==> src/mlpq_pkg.sv <==
package mlpq_pkg;

  localparam int NUM_LEVELS_DEF   = 8;
  localparam int LEVEL_DEPTH_DEF  = 16;
  localparam int PAYLOAD_BITS_DEF = 64;

  localparam int FUNC_W   = 3;
  localparam int LEVEL_W  = 3;
  localparam int STATUS_W = 2;
  localparam int DATA_W   = 64;

  typedef enum logic [FUNC_W-1:0] {
    FN_PUSH      = 3'd0,
    FN_PEEK      = 3'd1,
    FN_POP_TOP   = 3'd2,
    FN_POP_EXACT = 3'd3,
    FN_POP_GE    = 3'd4
  } func_e;

  typedef enum logic [STATUS_W-1:0] {
    ST_OK    = 2'd0,
    ST_EMPTY = 2'd1,
    ST_FULL  = 2'd2
  } status_e;

  // response info decided at request accept, completed with read data
  typedef struct packed {
    logic               take;
    status_e            status;
    logic [LEVEL_W-1:0] served;
  } rsp_info_t;

endpackage

==> src/mlpq_ctrl.sv <==
module mlpq_ctrl #(
  parameter int NUM_LEVELS  = mlpq_pkg::NUM_LEVELS_DEF,
  parameter int LEVEL_DEPTH = mlpq_pkg::LEVEL_DEPTH_DEF,
  localparam int AW = $clog2(NUM_LEVELS * LEVEL_DEPTH)
) (
  input  logic                         clk_i,
  input  logic                         rst_ni,
  input  logic                         acc_i,
  input  logic [mlpq_pkg::FUNC_W-1:0]  func_i,
  input  logic [mlpq_pkg::LEVEL_W-1:0] level_i,
  output logic                         mem_we_o,
  output logic                         mem_re_o,
  output logic [AW-1:0]                mem_addr_o,
  output mlpq_pkg::rsp_info_t          info_o
);

  localparam int LW = $clog2(NUM_LEVELS);
  localparam int PW = (LEVEL_DEPTH > 1) ? $clog2(LEVEL_DEPTH) : 1;
  localparam int CW = $clog2(LEVEL_DEPTH + 1);

  logic [PW-1:0] head_q [NUM_LEVELS];
  logic [PW-1:0] tail_q [NUM_LEVELS];
  logic [CW-1:0] cnt_q  [NUM_LEVELS];

  logic                 level_ok;
  logic [LW-1:0]        req_lvl;
  logic [LW-1:0]        floor_lvl;
  logic [NUM_LEVELS-1:0] nonempty;
  logic                 found;
  logic [LW-1:0]        hi_lvl;
  logic [LW-1:0]        sel_lvl;
  logic                 do_push;
  logic                 do_take;
  logic                 do_pop;
  logic [PW-1:0]        ptr;

  always_comb begin
    for (int i = 0; i < NUM_LEVELS; i++) begin
      nonempty[i] = (cnt_q[i] != '0);
    end
  end

  assign level_ok  = (32'(level_i) < NUM_LEVELS);
  assign req_lvl   = LW'(level_i);
  assign floor_lvl = (mlpq_pkg::func_e'(func_i) == mlpq_pkg::FN_POP_GE) ? req_lvl : '0;

  // highest non-empty level at or above floor
  always_comb begin
    found  = 1'b0;
    hi_lvl = '0;
    for (int i = 0; i < NUM_LEVELS; i++) begin
      if (nonempty[i] && (LW'(i) >= floor_lvl)) begin
        found  = 1'b1;
        hi_lvl = LW'(i);
      end
    end
  end

  always_comb begin
    do_push     = 1'b0;
    do_take     = 1'b0;
    do_pop      = 1'b0;
    sel_lvl     = hi_lvl;
    info_o.take   = 1'b0;
    info_o.status = mlpq_pkg::ST_EMPTY;
    info_o.served = '0;
    case (mlpq_pkg::func_e'(func_i))
      mlpq_pkg::FN_PUSH: begin
        sel_lvl       = req_lvl;
        info_o.served = level_i;
        if (level_ok && (32'(cnt_q[req_lvl]) < LEVEL_DEPTH)) begin
          do_push       = 1'b1;
          info_o.status = mlpq_pkg::ST_OK;
        end else begin
          info_o.status = mlpq_pkg::ST_FULL;
        end
      end
      mlpq_pkg::FN_PEEK: begin
        do_take = found;
      end
      mlpq_pkg::FN_POP_TOP: begin
        do_take = found;
        do_pop  = found;
      end
      mlpq_pkg::FN_POP_EXACT: begin
        sel_lvl = req_lvl;
        do_take = level_ok && nonempty[req_lvl];
        do_pop  = do_take;
      end
      mlpq_pkg::FN_POP_GE: begin
        do_take = level_ok && found;
        do_pop  = do_take;
      end
      default: begin
        do_take = 1'b0;
      end
    endcase
    if (do_take) begin
      info_o.take   = 1'b1;
      info_o.status = mlpq_pkg::ST_OK;
      info_o.served = mlpq_pkg::LEVEL_W'(sel_lvl);
    end
  end

  assign ptr        = do_push ? tail_q[sel_lvl] : head_q[sel_lvl];
  assign mem_addr_o = AW'(sel_lvl * LEVEL_DEPTH) + AW'(ptr);
  assign mem_we_o   = acc_i && do_push;
  assign mem_re_o   = acc_i && do_take;

  always_ff @(posedge clk_i or negedge rst_ni) begin
    if (!rst_ni) begin
      for (int i = 0; i < NUM_LEVELS; i++) begin
        head_q[i] <= '0;
        tail_q[i] <= '0;
        cnt_q[i]  <= '0;
      end
    end else if (acc_i) begin
      if (do_push) begin
        tail_q[sel_lvl] <= (32'(tail_q[sel_lvl]) == LEVEL_DEPTH - 1) ? '0
                                                                     : tail_q[sel_lvl] + 1'b1;
        cnt_q[sel_lvl]  <= cnt_q[sel_lvl] + 1'b1;
      end
      if (do_pop) begin
        head_q[sel_lvl] <= (32'(head_q[sel_lvl]) == LEVEL_DEPTH - 1) ? '0
                                                                     : head_q[sel_lvl] + 1'b1;
        cnt_q[sel_lvl]  <= cnt_q[sel_lvl] - 1'b1;
      end
    end
  end

endmodule

==> config.mk <==
export PLATFORM = sky130hd
export DESIGN_NAME = mlpq_ctrl
export DESIGN_NICKNAME = d
export VERILOG_FILES = /design/src/mlpq_pkg.sv /design/src/mlpq_ctrl.sv
export SDC_FILE = /design/constraint.sdc
export NUM_CORES = 1
export LEC_CHECK = 0
export BUFFER_PORTS_ARGS = -buffer_cell sky130_fd_sc_hd__buf_2
export CAP_MARGIN = 20
export CORE_ASPECT_RATIO = 0.8
export CORE_MARGIN = 2
export CORE_UTILIZATION = 54
export DETAILED_ROUTE_END_ITERATION = 8
export PLACE_DENSITY = 0.71
export SLEW_MARGIN = 20
export SYNTH_ARGS = -nofsm -noshare
export SYNTH_HDL_FRONTEND = slang
export SYNTH_SLANG_ARGS = --single-unit
==> constraint.sdc <==
create_clock -name clk_i -period 4.3 [get_ports clk_i]
set_input_delay 0.86 -clock clk_i [delete_from_list [all_inputs] [get_ports clk_i]]
set_output_delay 0.86 -clock clk_i [all_outputs]
set_load 0.05 [all_outputs]
==> impl_metrics.json, run 1 <==
{
  "synth_cell_type_count": 80,
  "yosysSeqAreaShare": 0.4178,
  "finalClockSkew_ns": 0.01016,
  "ys_seq_elements": 104,
  "cts_inserted_buffers": 9,
  "r2r_end": "cnt_q[29]",
  "syn_inst": 629,
  "initial_core_util": 0.5470,
  "hp-class": "reg2reg",
  "syn_area_um2": 6228,
  "min_to": "tail_q[13]",
  "core_um2": 11390,
  "synth_edf_count": 0,
  "endpoint_kind": "output pin",
  "ir_drop_mv": 0.5264,
  "grt.busiest_layer": "met2",
  "slew_headroom": 0.3244,
  "grt_overflow": 0,
  "period_share": 0.9843,
  "drive_above_1_share": 0.2829,
  "postRouteAntennaNets": 0,
  "seqPwrFrac": 0.343,
  "ctsRootBufferMaster": "clkbuf_16",
  "first_pass_iters": 5,
  "clock.fmax_mhz": 236.3,
  "worst_slew_pin_slew_ns": 1.006,
  "path_max_fanout": 22,
  "grt_pass1_wl_mm": 29.48,
  "p_per_area_nw_per_um2": 629.3,
  "period_minus_slack_ns": 4.233,
  "critPathKind": "in2out",
  "vias": 5531,
  "die_h_um": 100.1,
  "grt_pass1_vias": 5271,
  "nets": 715,
  "async_reset_ff_frac": 1.000,
  "p_switching_mw": 1.959,
  "dp_cells": 830,
  "gp_congestion": 0.9588,
  "worst_r2r_path_depth": 15,
  "dp_slack_ns": 0.006013,
  "cts_hold_buf": 0,
  "synth_top_family_by_area": "compound AO/OA/AOI/OAI gates",
  "setup_viol": 0,
  "synth_area_per_cell_um2": 9.902,
  "fill_cells": 969,
  "synthFlopType": "dfrtp_1",
  "clock-sinks": 104,
  "antenna_found_initial": 0,
  "hold_depth": 2,
  "critPathLaunchType": "primary input",
  "htree_levels": 3,
  "setup_tns_ns": 0,
  "initialDrtViolationCount": 656,
  "finalMaxSlewViolations": 0,
  "grt.total_usage": 0.3183,
  "power_mw": 4.543,
  "yosysMostFrequentCell": "dfrtp_1",
  "cts_tree": "yes",
  "routedWlPerCell_um": 22.36,
  "synth_top_area_frac": 0.4178,
  "rows": 35,
  "internal_power_mw": 2.584,
  "synth_warnings": 0,
  "p_sw_frac": 0.4312,
  "place_hpwl_mm": 14.00,
  "synth_compound_area_frac": 0.1868,
  "clock_latency_ns": 0.35,
  "synth_fa_ha_area_frac": 0.008035,
  "fin_cells": 855,
  "synth_fp_nets": 642,
  "fin_ws_ns": 0.06741,
  "reg2reg_from": "cnt_q[11]",
  "yosys-top-cells-area": "dfrtp_1 (42%), mux2_2 (8.3%), nor2_1 (5.8%), mux2i_1 (5.5%), a21oi_1 (3.8%)",
  "synth-xor-area-share": 0.01527,
  "met3_usage": 0.06080,
  "io_pins": 24,
  "met1_usage": 0.4609,
  "area_growth_pct": 15.89,
  "viasPerCell": 6.469,
  "clk_path_buf_depth": 2,
  "clk_pin_slew_ns": 0.07,
  "min_from": "tail_q[13]",
  "rrSetupSlack_ns": 0.23,
  "ys_top_cells_by_count": "dfrtp_1 (104), nor2_1 (96), nand2_1 (50), a21oi_1 (47), mux2_2 (46)",
  "grt_max_degree": 39,
  "fp.dieArea_um2": 12410,
  "status": "finished clean",
  "yosysTopAreaCell": "dfrtp_1",
  "synth-simple-area-share": 0.1655,
  "maxCapViolCount": 0,
  "clkPwrFrac": 0.166,
  "antenna-diode-count": 0,
  "cp.arrival_ns": 3.37,
  "synthMuxAreaShare": 0.1585,
  "cp.required_ns": 3.44,
  "die_w_um": 124.1,
  "drc": 0,
  "portBuffers": 23,
  "wl_mm": 19.12,
  "grt_use_met2": 0.4872,
  "p_leak_nw": 3.239,
  "comb_power_share": 0.491,
  "finalHoldViolCount": 0
}
-- flip-flops by register name (all words and copies together) (netlist names) --
register,cells
head_q,32
cnt_q,40
tail_q,32
-- through the flow --
stage	instance area (µm²)	util	hold slack (ns)
floorplan	6247	-	0.4455
global route	7218	0.6340	0.5120
global placement	6788	0.5962	0.4627
finish	7218	0.6340	0.4915
detailed placement	6788	0.5962	0.4700
CTS	7059	0.6200	0.4922
-- power by group through the flow --
| stage | Sequential [mW] | Clock, mW | Combinational, mW |
|---|---|---|---|
| after floorplan | 1.46 | 0 | 1.56 |
| after global placement | 1.55 | 0 | 2.06 |
| after detailed placement | 1.56 | 0 | 2.11 |
| after CTS | 1.54 | 0.761 | 2.12 |
| after global routing | 1.59 | 0.805 | 2.40 |
| final | 1.56 | 0.756 | 2.23 |
-- layout by cell type, fill, tap and decap left out, types with 5 or more instances in the layout --
master,instances
o22ai_1,7
mux2_2,46
o31ai_1,5
nand3_1,13
clkbuf_16,9
buf_4,67
a221oi_1,11
nor2_1,93
dfrtp_1,104
a21oi_1,44
a221o_1,6
xnor2_1,8
o21a_1,6
a31oi_1,10
o21ai_0,10
nor3_1,26
and2_1,6
nand2_1,50
a211oi_1,12
buf_2,19
mux2i_1,34
inv_1,13
-- how the worst max path moves through the flow --
| stage | from | endpoint | slack [ns] | cells past startpoint |
|---|---|---|---|---|
| floorplan | func_i[1] | mem_addr_o[0] | -0.09 | 12 |
| global placement | func_i[0] | mem_addr_o[2] | 0.04 | 13 |
| detailed placement | func_i[0] | mem_addr_o[2] | 0.006 | 13 |
| CTS | func_i[0] | mem_addr_o[1] | 0.01 | 14 |
| global route | func_i[0] | mem_addr_o[0] | -0.05 | 13 |
| finish | func_i[0] | mem_addr_o[3] | 0.07 | 14 |
-- area by class of cell --
type                    instances  area [µm²]  share of cell area
multi-input cells             477        3398              0.4708
flip-flops and latches        104        2603              0.3605
repair buffers                 93       690.7             0.09568
clock buffers                  12       236.5             0.03276
well taps                     148       185.2             0.02565
inverters                      17       76.32             0.01057
clock inverters                 4       28.78            0.003987
-- worst max-delay path, cell delays in order --
cell	delay, ns
buf_2	0.15
and4bb_2	0.36
buf_4	0.14
o2bb2ai_4	0.14
o311ai_4	0.15
a21oi_4	0.27
buf_12	0.15
clkinv_8	0.11
o31ai_1	0.26
nor3_1	0.10
o21a_1	0.23
nor2_1	0.18
nor2_4	0.06
clkbuf_4	0.21
-- per-layer routing --
metal  vias to the layer above  routed length [µm]
li1                       2463                   -
met1                      2722                8119
met2                       303                8694
met3                        43                1824
met4                         0                 481
met5                         -                   0
-- kinds of logic (layout without fill, tap and decap cells) --
family	count (synthesis)	in the layout
AOI/OAI and AO/OA	157	157
muxes	87	87
xor gates and xnor gates	10	10
adders and majority gates	4	4
DFF	104	104
and+or+nand+nor	219	219
buffers and inverters	48	126
-- what timing repair did --
| action | in CTS | in global routing |
|---|---|---|
| setup endpoints to repair | 2 | 4 |
| resized for setup | 2 | 21 |
| buffers inserted | 0 | 9 |
| pin swaps | 0 | 7 |
Note: power is estimated with default switching activity, not from simulation.
==> run 2: changes to the inputs <==
--- a/config.mk
+++ b/config.mk
@@ -12,6 +12,7 @@
 export CORE_UTILIZATION = 54
 export DETAILED_ROUTE_END_ITERATION = 8
 export PLACE_DENSITY = 0.71
+export SETUP_SLACK_MARGIN = 0.3
 export SLEW_MARGIN = 20
 export SYNTH_ARGS = -nofsm -noshare
 export SYNTH_HDL_FRONTEND = slang
==> run 2 against run 1 <==
  * Utilization rose by 3.3 points
  * Clock power rose by 15%
  * Global-route usage hardly changed
  * Critical path type is now reg2out
  * Non-clock buffer count is 8 higher
  * Wire length rose by 0.47%
==> impl_metrics.json, run 2 (same netlist as run 1, synthesis figures left out) <==
{
  "reg2reg_from": "cnt_q[16]",
  "cts_inserted_buffers": 9,
  "slew_headroom": 0.3441,
  "rsz0062_at_grt": "yes",
  "rows": 35,
  "largest_reg_flops": 40,
  "grt_pass1_wl_mm": 29.83,
  "htree_levels": 3,
  "cts_hold_buf": 0,
  "final_common_cell": "dfrtp_1",
  "nets": 723,
  "core_um2": 11390,
  "ir_drop_mv": 0.2903,
  "min_to": "tail_q[13]",
  "cp.arrival_ns": 3.28,
  "finalClockSkew_ns": 0.005483,
  "top_register": "cnt_q",
  "critPathMaxStageDelay_ns": 0.61,
  "routedWlPerCell_um": 22.26,
  "crit_top_cell": "a21oi_4",
  "top_regs": "cnt_q x40, head_q x32, tail_q x32",
  "cp.required_ns": 3.44,
  "grt_max_degree": 59,
  "vias": 5603,
  "fill_cells": 875,
  "fp.dieArea_um2": 12410,
  "p_leak_nw": 3.368,
  "drc": 0,
  "dp_cells": 820,
  "gp_congestion": 0.9807,
  "post-route-util": 0.6667,
  "cts_tree": "yes",
  "finalHoldViolCount": 0,
  "fin_cells": 863,
  "clock-sinks": 104,
  "setup_viol": 0,
  "period_minus_slack_ns": 4.136,
  "worst_slew_pin_slew_ns": 0.9785,
  "status": "finished clean",
  "path_max_fanout": 4,
  "grt.busiest_layer": "met2",
  "met1_usage": 0.4621,
  "p_per_area_nw_per_um2": 642.6,
  "worst_r2r_path_depth": 17,
  "clk_pin_slew_ns": 0.07,
  "clock.fmax_mhz": 241.8,
  "final_cell_mix": "dfrtp_1 (102), nor2_1 (88), buf_4 (67), nand2_1 (50), mux2_2 (44)",
  "met3_usage": 0.09489,
  "area_growth_pct": 21.88,
  "die_h_um": 100.1,
  "antenna_found_initial": 0,
  "clk_path_buf_depth": 2,
  "grt_use_met2": 0.4691,
  "hold_depth": 2,
  "critPathLaunchType": "register",
  "r2r_end": "cnt_q[9]",
  "critical_path.slowest_cell": "or4_4",
  "drive_above_1_share": 0.3343,
  "min_from": "tail_q[13]",
  "grt_overflow": 0,
  "finalMaxSlewViolations": 0,
  "first_pass_iters": 5,
  "portBuffers": 23,
  "die_w_um": 124.1,
  "viasPerCell": 6.492,
  "crit_buf_inv": 5,
  "wl_mm": 19.21,
  "ctsRootBufferMaster": "clkbuf_16",
  "initialDrtViolationCount": 749,
  "io_pins": 24,
  "period_share": 0.9619,
  "grt.total_usage": 0.3188,
  "rrSetupSlack_ns": 0.35,
  "setup_tns_ns": 0,
  "maxCapViolCount": 0,
  "hp-class": "reg2reg",
  "crit_chain": "or4_4 > o2bb2ai_4 > o311ai_4 > a21oi_4 > buf_12 > inv_8 > buf_4 > mux2i_4 > a22oi_2 > o21ai_2 > inv_2 > nor2_4 > a21oi_4 > buf_6",
  "endpoint_kind": "output pin",
  "grt_pass1_vias": 5385,
  "place_hpwl_mm": 13.62,
  "crit_family": "compound AO/OA/AOI/OAI gates",
  "clock_latency_ns": 0.35,
  "antenna-diode-count": 0,
  "critPathKind": "reg2out",
  "postRouteAntennaNets": 0,
  "initial_core_util": 0.5470
}
-- run 2: cell types whose count changed in the layout (fill, tap and decap cells not counted), sizes merged --
cell,before,now
clkinv,3,0
inv,16,20
clkbuf,13,12
buf,92,101
bufinv,0,1
clkinvlp,2,0
-- run 2: worst max-delay path by stage --
stage	from	endpoint	slack, ns	depth (start not counted)
after detailed placement	func_i[1]	mem_addr_o[2]	0.005	13
after CTS	cnt_q[16]	mem_addr_o[2]	0.15	14
after floorplan	func_i[0]	mem_addr_o[1]	0.26	13
final	cnt_q[11]	mem_addr_o[2]	0.16	14
after global routing	cnt_q[11]	mem_addr_o[1]	0.09	12
after global placement	func_i[0]	mem_addr_o[2]	0.08	13
-- run 2: layer usage --
metal	part of all wire	wire length, µm
met4	0.022	422
met1	0.43	8183
met5	0	0
met3	0.11	2111
met2	0.44	8491
-- run 2: layout make-up --
class / count / area (µm²) / share of cell area
flip-flops and latches: 104 / 2605 / 0.3432
inverters: 17 / 71.32 / 0.009395
repair buffers: 101 / 830.8 / 0.1094
clock inverters: 4 / 58.81 / 0.007747
clock buffers: 12 / 256.5 / 0.03379
well taps: 148 / 185.2 / 0.02439
multi-input cells: 477 / 3583 / 0.4721
-- run 2: worst register-to-register path: stages (launching register included) --
cell       delay [ns]
dfrtp_2          0.44
or4_4            0.54
or3_4            0.36
a2bb2oi_4        0.20
a21oi_4          0.09
buf_12           0.16
inv_8            0.06
buf_4            0.12
buf_4            0.13
buf_12           0.14
buf_8            0.13
a211oi_1         0.07
a311oi_1         0.42
nand2_1          0.26
nand3_1          0.17
xnor2_1          0.07
buf_4            0.19
a211oi_1         0.29
-- run 2: report_power, final --
part           internal (mW)  total, mW  switching, mW
clock                  0.493      0.872          0.380
sequential              1.29       1.59          0.297
combinational           1.06       2.42           1.36
-- run 2: repair_timing --
item,4_1_cts,5_1_grt
setup buffers,13,14
pin swaps,6,18
setup endpoints to repair,4,44
gates resized for setup,28,42
-- run 2: through the flow --
step	worst slack, ns	cell area (µm²)	hold WS (ns)	total power [mW]
2_1_floorplan	0.2581	6339	0.4455	3.064
3_3_place_gp	0.08263	6785	0.4631	3.593
3_5_place_dp	0.004647	6785	0.4787	3.654
4_1_cts	0.1517	7306	0.4951	4.647
5_1_grt	0.09262	7591	0.5155	5.136
6_report	0.1637	7591	0.4922	4.878
